$ cat src/hw/rtl/hwb_pkg.sv
// Shared constants, types and the quarter-wave sine table of the wavetable builder.
package hwb_pkg;

  localparam int TABLE_LEN     = 1024;
  localparam int MAX_HARMONICS = 64;
  localparam int ENTRY_W       = $clog2(TABLE_LEN);
  localparam int HARM_W        = $clog2(MAX_HARMONICS);
  localparam int QUARTER       = TABLE_LEN / 4;
  localparam int ROM_W         = ENTRY_W - 1;
  localparam int CNT_W         = 7;
  localparam int INDEX_W       = 11;
  localparam int SAMPLE_W      = 16;
  localparam int ACC_W         = 38;
  localparam int PROD_W        = 2 * SAMPLE_W;

  localparam logic [1:0] MODE_WRITE = 2'd0;
  localparam logic [1:0] MODE_BUILD = 2'd1;
  localparam logic [1:0] MODE_READ  = 2'd2;

  localparam logic signed [ACC_W-1:0]    ONE_Q30  = ACC_W'(64'd1 << 30);
  localparam logic signed [SAMPLE_W-1:0] AMP_ONE  = 16'sd32767;
  localparam logic signed [SAMPLE_W-1:0] SAT_POS  = 16'sd32767;

  typedef logic [SAMPLE_W-2:0] quarter_rom_t [QUARTER+1];

  typedef struct packed {
    logic               amp_we;
    logic [HARM_W-1:0]  amp_addr;
    logic [ENTRY_W-1:0] rd_addr;
    logic               resp_set;
    logic               resp_status;
    logic               resp_take_rd;
    logic               out_load;
    logic               peak_init;
    logic               mac_valid;
    logic               mac_first;
    logic               mac_last;
    logic               mac_zero;
    logic [HARM_W-1:0]  mac_n;
    logic [ENTRY_W-1:0] entry;
    logic               div_start;
    logic               norm_wr;
  } ctl_cmd_t;

  typedef struct packed {
    logic pipe_busy;
    logic div_busy;
    logic build_wr;
  } dp_status_t;

  // Taylor series to x^11 in Q2.30, evaluated once at elaboration
  function automatic quarter_rom_t build_quarter();
    quarter_rom_t rom;
    longint unsigned p;
    longint unsigned th;
    longint unsigned x2;
    longint unsigned r;
    longint unsigned s;
    longint unsigned v;
    longint unsigned one;
    one = 64'd1 << 30;
    for (int k = 0; k <= QUARTER; k++) begin
      p  = (longint'(k) << 32) / TABLE_LEN;
      th = (p * 64'd3373259426) >> 31;
      x2 = (th * th) >> 30;
      r  = one;
      r  = one - ((x2 * r) >> 30) / 110;
      r  = one - ((x2 * r) >> 30) / 72;
      r  = one - ((x2 * r) >> 30) / 42;
      r  = one - ((x2 * r) >> 30) / 20;
      r  = one - ((x2 * r) >> 30) / 6;
      s  = (th * r) >> 30;
      v  = (s + 64'd16384) >> 15;
      if (v > 64'd32767) v = 64'd32767;
      rom[k] = v[SAMPLE_W-2:0];
    end
    return rom;
  endfunction

  localparam quarter_rom_t SINE_QUARTER = build_quarter();

endpackage

$ cat src/hw/rtl/hwb_ctrl.sv
// Sequencer: decodes transactions and walks the build and normalize passes.
module hwb_ctrl import hwb_pkg::*; (
  input  logic               clk,
  input  logic               rst,
  input  logic               in_valid,
  output logic               in_stall,
  input  logic [1:0]         mode,
  input  logic [INDEX_W-1:0] index,
  output logic               out_valid,
  input  logic               out_stall,
  input  logic               cfg_write_en,
  input  logic [CNT_W-1:0]   cfg_write_data,
  input  dp_status_t         st,
  output ctl_cmd_t           cmd
);

  localparam logic [2:0] S_IDLE   = 3'd0;
  localparam logic [2:0] S_RDWAIT = 3'd1;
  localparam logic [2:0] S_RESP   = 3'd2;
  localparam logic [2:0] S_BISSUE = 3'd3;
  localparam logic [2:0] S_BDRAIN = 3'd4;
  localparam logic [2:0] S_NREAD  = 3'd5;
  localparam logic [2:0] S_NLOAD  = 3'd6;
  localparam logic [2:0] S_NDIV   = 3'd7;

  logic [2:0]         state;
  logic [2:0]         state_next;
  logic [CNT_W-1:0]   count;
  logic [CNT_W-1:0]   eff;
  logic [ENTRY_W-1:0] entry;
  logic [ENTRY_W-1:0] entry_next;
  logic [HARM_W-1:0]  n;
  logic [HARM_W-1:0]  n_next;
  logic               last_h;
  logic               last_e;
  logic               accept;
  logic               slot_free;

  assign eff       = (count > CNT_W'(MAX_HARMONICS)) ? CNT_W'(MAX_HARMONICS) : count;
  assign last_h    = (eff == '0) || (CNT_W'(n) == eff - CNT_W'(1));
  assign last_e    = (entry == ENTRY_W'(TABLE_LEN - 1));
  assign in_stall  = (state != S_IDLE);
  assign accept    = in_valid && (state == S_IDLE);
  assign slot_free = !out_valid || !out_stall;

  always_comb begin
    cmd            = '0;
    state_next     = state;
    entry_next     = entry;
    n_next         = n;
    cmd.amp_addr   = index[HARM_W-1:0];
    cmd.mac_n      = n;
    cmd.entry      = entry;
    cmd.mac_first  = (n == '0);
    cmd.mac_last   = last_h;
    cmd.mac_zero   = (eff == '0);
    // index TABLE_LEN aliases entry 0 through the dropped top bit
    cmd.rd_addr    = (state == S_IDLE) ? index[ENTRY_W-1:0] : entry;
    case (state)
      S_IDLE: begin
        if (accept) begin
          cmd.resp_set = 1'b1;
          case (mode)
            MODE_WRITE: begin
              cmd.resp_status = (index >= INDEX_W'(MAX_HARMONICS));
              cmd.amp_we      = !cmd.resp_status;
              state_next      = S_RESP;
            end
            MODE_BUILD: begin
              cmd.peak_init = 1'b1;
              entry_next    = '0;
              n_next        = '0;
              state_next    = S_BISSUE;
            end
            MODE_READ: begin
              cmd.resp_status = (index > INDEX_W'(TABLE_LEN));
              state_next      = cmd.resp_status ? S_RESP : S_RDWAIT;
            end
            default: begin
              cmd.resp_status = 1'b1;
              state_next      = S_RESP;
            end
          endcase
        end
      end
      S_RDWAIT: begin
        cmd.resp_take_rd = 1'b1;
        state_next       = S_RESP;
      end
      S_RESP: begin
        if (slot_free) begin
          cmd.out_load = 1'b1;
          state_next   = S_IDLE;
        end
      end
      S_BISSUE: begin
        cmd.mac_valid = 1'b1;
        if (last_h) begin
          n_next     = '0;
          entry_next = entry + ENTRY_W'(1);
          if (last_e) state_next = S_BDRAIN;
        end else begin
          n_next = n + HARM_W'(1);
        end
      end
      S_BDRAIN: begin
        if (!st.pipe_busy) state_next = S_NREAD;
      end
      S_NREAD: state_next = S_NLOAD;
      S_NLOAD: begin
        cmd.div_start = 1'b1;
        state_next    = S_NDIV;
      end
      S_NDIV: begin
        if (!st.div_busy) begin
          cmd.norm_wr = 1'b1;
          entry_next  = entry + ENTRY_W'(1);
          state_next  = last_e ? S_RESP : S_NREAD;
        end
      end
      default: state_next = S_IDLE;
    endcase
  end

  always_ff @(posedge clk) begin
    if (rst) begin
      state     <= S_IDLE;
      count     <= CNT_W'(1);
      entry     <= '0;
      n         <= '0;
      out_valid <= 1'b0;
    end else begin
      state <= state_next;
      entry <= entry_next;
      n     <= n_next;
      if (cfg_write_en) count <= cfg_write_data;
      if (cmd.out_load) out_valid <= 1'b1;
      else if (!out_stall) out_valid <= 1'b0;
    end
  end

endmodule

$ cat config.mk
export PLATFORM = sky130hd
export DESIGN_NAME = hwb_ctrl
export DESIGN_NICKNAME = d
export VERILOG_FILES = /design/src/hw/rtl/hwb_pkg.sv /design/src/hw/rtl/hwb_ctrl.sv
export SDC_FILE = /design/constraint.sdc
export NUM_CORES = 1
export LEC_CHECK = 0
export BUFFER_PORTS_ARGS = -buffer_cell sky130_fd_sc_hd__buf_2
export CAP_MARGIN = 5
export CORE_ASPECT_RATIO = 0.7
export CORE_UTILIZATION = 30
export DETAILED_ROUTE_END_ITERATION = 8
export GPL_TIMING_DRIVEN = 1
export MAX_ROUTING_LAYER = met4
export PLACE_DENSITY = 0.6
export SLEW_MARGIN = 5
export SYNTH_ARGS = -nofsm -noshare
export SYNTH_HDL_FRONTEND = slang
export SYNTH_SLANG_ARGS = --single-unit
$ cat constraint.sdc
create_clock -name clk -period 3.6 [get_ports clk]
set_clock_uncertainty 0.15 [all_clocks]
set_input_delay 0.72 -clock clk [delete_from_list [all_inputs] [get_ports clk]]
set_output_delay 0.72 -clock clk [all_outputs]
set_load 0.02 [all_outputs]
# Word-level counts from Yosys, hierarchy flattened
# Cells that the tools add are included.
[word_totals]
mem_bits_rw = 0
latch_bits = 0
n_memories = 0
out_inout_bits = 46
regBits = 27
input_bits = 28
mem_bits_ro = 0
[op_classes]
n_shift = 0
div = 0
mux = 39
eq_ne = 19
mul = 0
order_cmp = 3
n_addsub = 3
n_bitwise = 0
n_reduce_logical = 16
[op_table]
columns = ["operator", "n"]
rows = [
  ["10-bit 2-to-1 mux", 5],
  ["10-bit case mux with 3 select lines", 1],
  ["3-bit case mux with 8 select lines", 1],
  ["3-bit 2-to-1 mux", 7],
  ["6-bit 2-to-1 mux", 3],
  ["1-bit 2-to-1 mux", 15],
  ["3-bit == test, second input constant", 4],
  ["2-bit != test, second input constant", 6],
  ["6-bit case mux with 2 select lines", 1],
  ["11-bit by 7-bit >= comparator with 1-bit output, second input constant", 1],
  ["11-bit > comparator, second input constant", 1],
  ["10-bit by 1-bit adder with 10-bit output, second input constant", 1],
  ["10-bit == test, second input constant", 1],
  ["6-bit by 7-bit == test with 1-bit output", 1],
  ["7-bit > comparator, second input constant", 1],
  ["7-bit zero test", 1],
  ["7-bit 2-to-1 mux", 1],
  ["7-bit by 1-bit subtractor with 7-bit output, second input constant", 1],
  ["6-bit by 1-bit adder with 6-bit output, second input constant", 1],
  ["3-bit by 2-bit == test with 1-bit output, second input constant", 2],
  ["6-bit zero test", 1],
  ["2-bit 2-to-1 mux", 3],
  ["6-bit AND reduction", 1],
  ["3-bit nonzero test", 2],
  ["14 further kinds", 18],
]

# Longest topological paths before layout
# Gate-level depths: netlist (run 1).
[depth]
ltp_word = 7
ltp_mapped = 12

# Least setup slack after synthesis (run 1)
# OpenSTA, ideal clock, no wires.
[synth_timing]
kind = "register -> output"
from = "register count[6]"
to = "output cmd[19] (netlist bit)"
path_slack_ns = 0.359
t_arrival_ns = 2.371
stages_incl_launch_ff = 11
path_buffers = 2
cell_sequence = "dfxtp_1 clkbuf_1 nand2b_1 ha_1 nor2b_1 or4_1 a211o_1 nor4b_4 a21oi_1 inv_1 buf_4"
[synth_via]
elab_chain_len = 5
elab_cells_between_ends = 6
classes_between = "add/sub: 1; order compare: 1; eq/ne: 1; mux: 1; reduce/logical: 2"
[synth_rtl]
columns = ["element", "line", "source"]
rows = [
  ["start: declaration", "hwb_ctrl.sv:28", "logic [CNT_W-1:0] count;"],
  ["start signal: assignment", "hwb_ctrl.sv:136", "if (cfg_write_en) count <= cfg_write_data;"],
  ["7-bit > comparator", "hwb_ctrl.sv:39", "assign eff = (count > CNT_W'(MAX_HARMONICS)) ? CNT_W'(MAX_HARMONICS) : count;"],
  ["7-bit 2-to-1 mux *", "hwb_ctrl.sv:39", ""],
  ["7-bit by 1-bit subtractor with 7-bit output", "hwb_ctrl.sv:40", "assign last_h = (eff == '0) || (CNT_W'(n) == eff - CNT_W'(1));"],
  ["6-bit by 7-bit == test with 1-bit output", "hwb_ctrl.sv:40", ""],
  ["1-bit logical OR *", "hwb_ctrl.sv:40", ""],
  ["end: declaration", "hwb_ctrl.sv:14", "output ctl_cmd_t cmd"],
]
# Every way passes the cells marked *; elsewhere a longest branch is shown, timed or not.

==> impl_metrics.ini, run 1 <==
[global_routing]
grt_pass1_vias = 1851
grt_max_degree = 29
antenna_found_initial = 0
grt_pass1_wl_mm = 9.20
grt_overflow = 0
grt_use_total_pct = 16.4

[worst_setup_path]
r2r-start = count[6]
cp_num_buf_inv = 2
slowest_stage = or4_1
path_cells = nand2b_1 > ha_2 > nor2b_1 > or4_1 > a211o_1 > nor4b_4 > a21oi_2 > inv_1 > buf_2
rr_endpoint = entry[2]
endpoint = cmd[19]
ff2ff_path_depth = 9
crit_path_max_fanout = 7
r2r_slack_ns = 0.51
required_ns = 2.73
crit_type = reg -> out
crit_arrival_ns = 2.57
max_stage_delay_ns = 0.46
crit_start = count[6]
worst_setup_path_end_kind = primary output
cp_top_family = simple AND/OR/NAND/NOR gates
cp_num_cells = 9
startpoint_type = flip-flop

[route]
dr_wl_met3_microns = 278
dr.pass1.iters = 4
via_per_inst = 4.96
ant_nets = 0
num_vias = 2191
drt-wirelength-per-cell_microns = 12.6
route.detailed.drc = 0
wl_met2_mm = 2.27
drt-met1-wl_mm = 2.99
drt-total-wl_mm = 5.55
drt_iter0_markers = 121
routed.top_layer = met4

[synthesis]
ys_ff_latch = 27
syn_area_sq_um = 2020
synthCells = 294
ys_types = 43
seq_area_frac_synth_pct = 26.7
syn_area_per_cell_sq_um = 6.87
syn_nets = 330
ys.warnings.count = 0

[sta]
clock.fmax_ghz = 0.291
slew_viol_final = 0
finalHoldViolCount = 0
period_minus_slack_ns = 3.44
setup_tns_ns = 0
worst_slew_pin_slew_ns = 0.629
rsz0062_at_grt = no
fin_ws_ns = 0.161
slew-limit-headroom_pct = 58.0
fin_crit_sh_pct = 95.5
setup_viol = 0

[worst_hold_path]
hp-class = reg -> reg

[finish]
area_delta_synth_final_pct = 21.6
drive_gt1_share_pct = 24.8
nets = 388
antennaDiodeCount = 0

[pwr]
leakagePower_nw = 1.13
peakVddDrop_uv = 190
switchingPower_mw = 0.340
p_per_area_nw_per_um2 = 345
switching_share_pct = 40.1
p_int_mw = 0.508
pwr-share-seq_pct = 39.7
combPwrFrac_pct = 39.7
p_clk_share_pct = 20.7

[placement]
port_buffers = 72
dpl_worst_slack_ns = 0.287
globalplace.congestion = 0.861
hpwl_mm = 4.30

[die]
die-area_sq_um = 7070
coreArea_sq_um = 6370
die_h_microns = 70.7
ios = 74
dieWidth_microns = 100
num_rows = 24
start_util_pct = 31.7

[clock_tree]
cts_tree = built
post_cts.repair.setup_buffers = 0
clock-root-buffer = clkbuf_8
h-tree-depth = 1
hold_buffers = 0
cts_buffers = 3
clock-sinks = 27
clock_latency_ns = 0.27
path_clk_slew_ns = 0.09
clockBufferDepth = 2

[job]
cap_violations = 0

[run_status]
status = finished clean
stage by stage:
| stage | power [mW] | hold slack [ns] | instances | area (sq um) | utilization, % |
|---|---|---|---|---|---|
| floorplan | 0.577 | 0.358 | 294 | 2020 | - |
| finish | 0.848 | 0.344 | 442 | 2460 | 38.6 |
| global route | 0.906 | 0.379 | 442 | 2460 | 38.6 |
| global placement | 0.674 | 0.325 | 438 | 2400 | 37.8 |
| CTS | 0.853 | 0.350 | 442 | 2450 | 38.5 |
| detailed placement | 0.679 | 0.337 | 438 | 2400 | 37.8 |
synthesized netlist by cell type, drive strengths merged:
library cell  number  area, sq um
a211o              3         26.3
a211oi             4         30.0
a21o               3         22.5
a21oi             18         93.8
a22oi              1         7.51
a31oi              8         50.1
a32oi              2         17.5
and2               2         12.5
and3               4         25.0
buf                8         63.8
clkbuf            15         56.3
dfxtp             27          541
ha                 8          100
inv               13         48.8
mux2i              6         60.1
nand2             60          225
nand2b             4         25.0
nand3             14         70.1
nand3b             4         30.0
nand4              2         12.5
nand4b             2         17.5
nand4bb            1         11.3
nor2              28          105
nor2b              4         25.0
nor3              10         50.1
nor3b              1         7.51
nor4               2         12.5
nor4b              1         23.8
o21a               1         7.51
o21ai             17         85.1
o21bai             1         7.51
o22ai              1         6.26
o31a               1         8.76
o31ai              1         7.51
o41ai              1         8.76
or2                3         18.8
or3                2         12.5
or4                7         52.6
xnor2              3         26.3
xor2               1         8.76
state kept, by name (all words and copies together) (netlist names):
| signal | count |
|---|---|
| entry | 10 |
| count | 7 |
| n | 6 |
| state | 3 |
| out_valid | 1 |
what timing repair did:
item	4_1_cts	5_1_grt
pin swaps	0	1
gates cloned	0	0
endpoints found under the setup margin	1	1
resized for setup	1	2
power by group through the flow:
stage,clock (mW),sequential (mW),combinational (mW)
6_report,0.175,0.336,0.337
5_1_grt,0.194,0.340,0.371
4_1_cts,0.180,0.336,0.338
3_5_place_dp,0,0.343,0.335
3_3_place_gp,0,0.343,0.331
2_1_floorplan,0,0.332,0.246
tightest hold or removal path, delay by kind of cell (launching register included):
| kind | cells | cell delay, ns |
|---|---|---|
| AO/OA/AOI/OAI | 1 | 0.05 |
| AND/OR/NAND/NOR | 1 | 0.06 |
| flip-flops | 1 | 0.34 |
cell usage in the layout (no fill, tap or decap), types with 8 or more instances in the layout:
master / n
a21oi_1: 16
a31oi_1: 8
buf_2: 72
dfxtp_1: 26
inv_1: 13
nand2_1: 60
nand3_1: 14
nor2_1: 28
nor3_1: 10
o21ai_0: 17
area by class of cell:
| type | instances | area, sq um |
|---|---|---|
| sequential | 27 | 542 |
| timing repair buffer | 76 | 390 |
| clock buffer | 4 | 45.0 |
| inverter | 13 | 48.8 |
| multi-input combinational | 231 | 1320 |
| fill | 697 | 3910 |
| tap | 91 | 114 |
metal layers:
layer	up-vias	track usage (%)
met3	2	2.96
met4	0	1.45
met5	-	-
met2	50	22.8
met1	1005	25.0
li1	1134	-
how the worst min path moves through the flow:
stage	start	end	slack [ns]	cells after the start
2_1_floorplan	count[5]	count[5]	0.36	2
3_3_place_gp	out_valid	out_valid	0.32	2
3_5_place_dp	out_valid	out_valid	0.34	2
4_1_cts	out_valid	out_valid	0.35	2
5_1_grt	out_valid	out_valid	0.38	2
6_report	out_valid	out_valid	0.34	2
cells by family (layout without fill, tap and decap cells):
kind of cell / count (synthesis) / count (layout) / share of synthesized area (%)
XOR/XNOR: 4 / 4 / 1.73
AND/OR/NAND/NOR: 151 / 151 / 36.5
flip-flops: 27 / 27 / 26.7
adder cells (fa/ha/maj): 8 / 8 / 4.95
buffers and inverters: 36 / 93 / 8.36
AO/OA/AOI/OAI: 62 / 62 / 18.8
multiplexers: 6 / 6 / 2.97
(Power assumes the default switching activity.)
==> run 2: changes to the inputs <==
--- a/config.mk
+++ b/config.mk
@@ -11,8 +11,8 @@
 export CORE_UTILIZATION = 30
 export DETAILED_ROUTE_END_ITERATION = 8
 export GPL_TIMING_DRIVEN = 1
-export MAX_ROUTING_LAYER = met4
 export PLACE_DENSITY = 0.6
+export SETUP_SLACK_MARGIN = 0.02
 export SLEW_MARGIN = 5
 export SYNTH_ARGS = -nofsm -noshare
 export SYNTH_HDL_FRONTEND = slang
==> run 2 against run 1 <==
  * Critical path depth stayed put
  * Sequential power barely moved
  * Combinational power barely moved
  * Non-clock buffer count did not move
  * Core utilization stayed put
  * Sequential share of layout area did not move
  * Register-to-register slack about the same
  * Final area unchanged
  * Sequential cell count stayed put
  * Count of clock-buffer cells in the layout stayed put
  * Hold slack gained 0.0033 ns
  * Critical path type unchanged
==> impl_metrics.ini, run 2 (synthesized netlist as in run 1, its figures left out) <==
[clock_tree]
clockBufferDepth = 2
clock-root-buffer = clkbuf_8
h-tree-depth = 1
post_cts.repair.setup_buffers = 0
clock-sinks = 27
hold_buffers = 0
cts_buffers = 3
path_clk_slew_ns = 0.09
cts_tree = built
clock_latency_ns = 0.27

[finish]
largest_register = entry
final_cell_mix = buf_2 (72), nand2_1 (60), nor2_1 (28)
multi_input_area_sq_um = 1320
regArea_sq_um = 542
antennaDiodeCount = 0
largest_registers = entry x10, count x7, n x6
area_delta_synth_final_pct = 21.6
largest_register_ffs = 10
fill_cells = 697
layoutNonFillerInstCount = 442
drive_gt1_share_pct = 24.8
nets = 388
layout_commonest_cell = buf_2

[pwr]
leakagePower_nw = 1.13
peakVddDrop_uv = 190
p_per_area_nw_per_um2 = 345
total_power_mw = 0.848

[die]
coreArea_sq_um = 6370
dieWidth_microns = 100
die_h_microns = 70.7
start_util_pct = 31.7
die-area_sq_um = 7070
num_rows = 24
ios = 74

[route]
dr.pass1.iters = 5
drt_iter0_markers = 126
num_vias = 2194
route.detailed.drc = 0
ant_nets = 0
drt-total-wl_mm = 5.54
drt-wirelength-per-cell_microns = 12.5
via_per_inst = 4.96

[worst_setup_path]
ff2ff_path_depth = 9
required_ns = 2.73
crit_path_max_fanout = 7
worst_setup_path_end_kind = primary output
r2r_slack_ns = 0.51
r2r-start = count[6]
startpoint_type = flip-flop
endpoint = cmd[19]
rr_endpoint = entry[2]
crit_type = reg -> out
crit_arrival_ns = 2.57
crit_start = count[6]

[sta]
fin_crit_sh_pct = 95.5
clock.fmax_ghz = 0.291
slew-limit-headroom_pct = 57.7
finalHoldViolCount = 0
holdWs_ns = 0.347
worst_slew_pin_slew_ns = 0.635
setup_tns_ns = 0
slew_viol_final = 0
period_minus_slack_ns = 3.44
setup_viol = 0
rsz0062_at_grt = no

[placement]
port_buffers = 72
placed_cells = 438
hpwl_mm = 4.30
globalplace.congestion = 0.847

[job]
cap_violations = 0

[worst_hold_path]
hp-class = reg -> reg
min_path_cells = 2

[global_routing]
grt_max_degree = 29
grt_use_total_pct = 15.9
antenna_found_initial = 0
grt_pass1_wl_mm = 9.20
grt_overflow = 0
grt_pass1_vias = 1857

[run_status]
status = finished clean
[run 2: cell counts in the layout (fill, tap and decap cells not counted)]
No cell type changed its count.
[run 2: per-stage QoR]
stage          setup WS, ns  cell area (sq um)  utilization, %
6_report              0.161               2460            38.6
5_1_grt              0.0223               2460            38.6
4_1_cts              0.0804               2450            38.6
3_5_place_dp          0.287               2400            37.8
3_3_place_gp          0.310               2400            37.8
2_1_floorplan         0.359               2020               -
[run 2: worst min-delay path by stage]
stage	slack, ns	start	endpoint
3_3_place_gp	0.32	out_valid	out_valid
3_5_place_dp	0.34	out_valid	out_valid
4_1_cts	0.35	out_valid	out_valid
5_1_grt	0.38	out_valid	out_valid
6_report	0.35	out_valid	out_valid
2_1_floorplan	0.36	count[5]	count[5]
[run 2: power by group]
part	switching (mW)	internal, mW
Combinational	0.219	0.117
Sequential	0.0246	0.312
Clock	0.0958	0.0794
[run 2: routing by layer]
metal | global-route usage, % | up-vias | part of all wire [%]
li1 | - | 1134 | -
met1 | 24.9 | 1008 | 54
met2 | 23.0 | 50 | 41
met3 | 2.96 | 2 | 5.3
met4 | 1.45 | 0 | 0.25
met5 | 0 | - | 0
[run 2: critical path, cell delays in order, from the launching register on]
cell      delay, ns
dfxtp_2        0.39
nand2b_1       0.17
ha_2           0.24
nor2b_1        0.07
or4_1          0.46
a211o_1        0.30
nor4b_4        0.31
a21oi_2        0.14
inv_1          0.07
buf_2          0.15
[run 2: area by class of cell]
class / instances / area share [%]
multi-input combinational: 231 / 53.6
sequential: 27 / 22.0
timing repair buffer: 76 / 15.9
tap: 91 / 4.63
inverter: 13 / 1.99
clock buffer: 4 / 1.83
[run 2: timing repair]
| action | 4_1_cts | 5_1_grt |
|---|---|---|
| setup endpoints to repair | 1 | 1 |
| pin swaps | 0 | 1 |
| cloned | 0 | 0 |
| resized for setup | 2 | 1 |
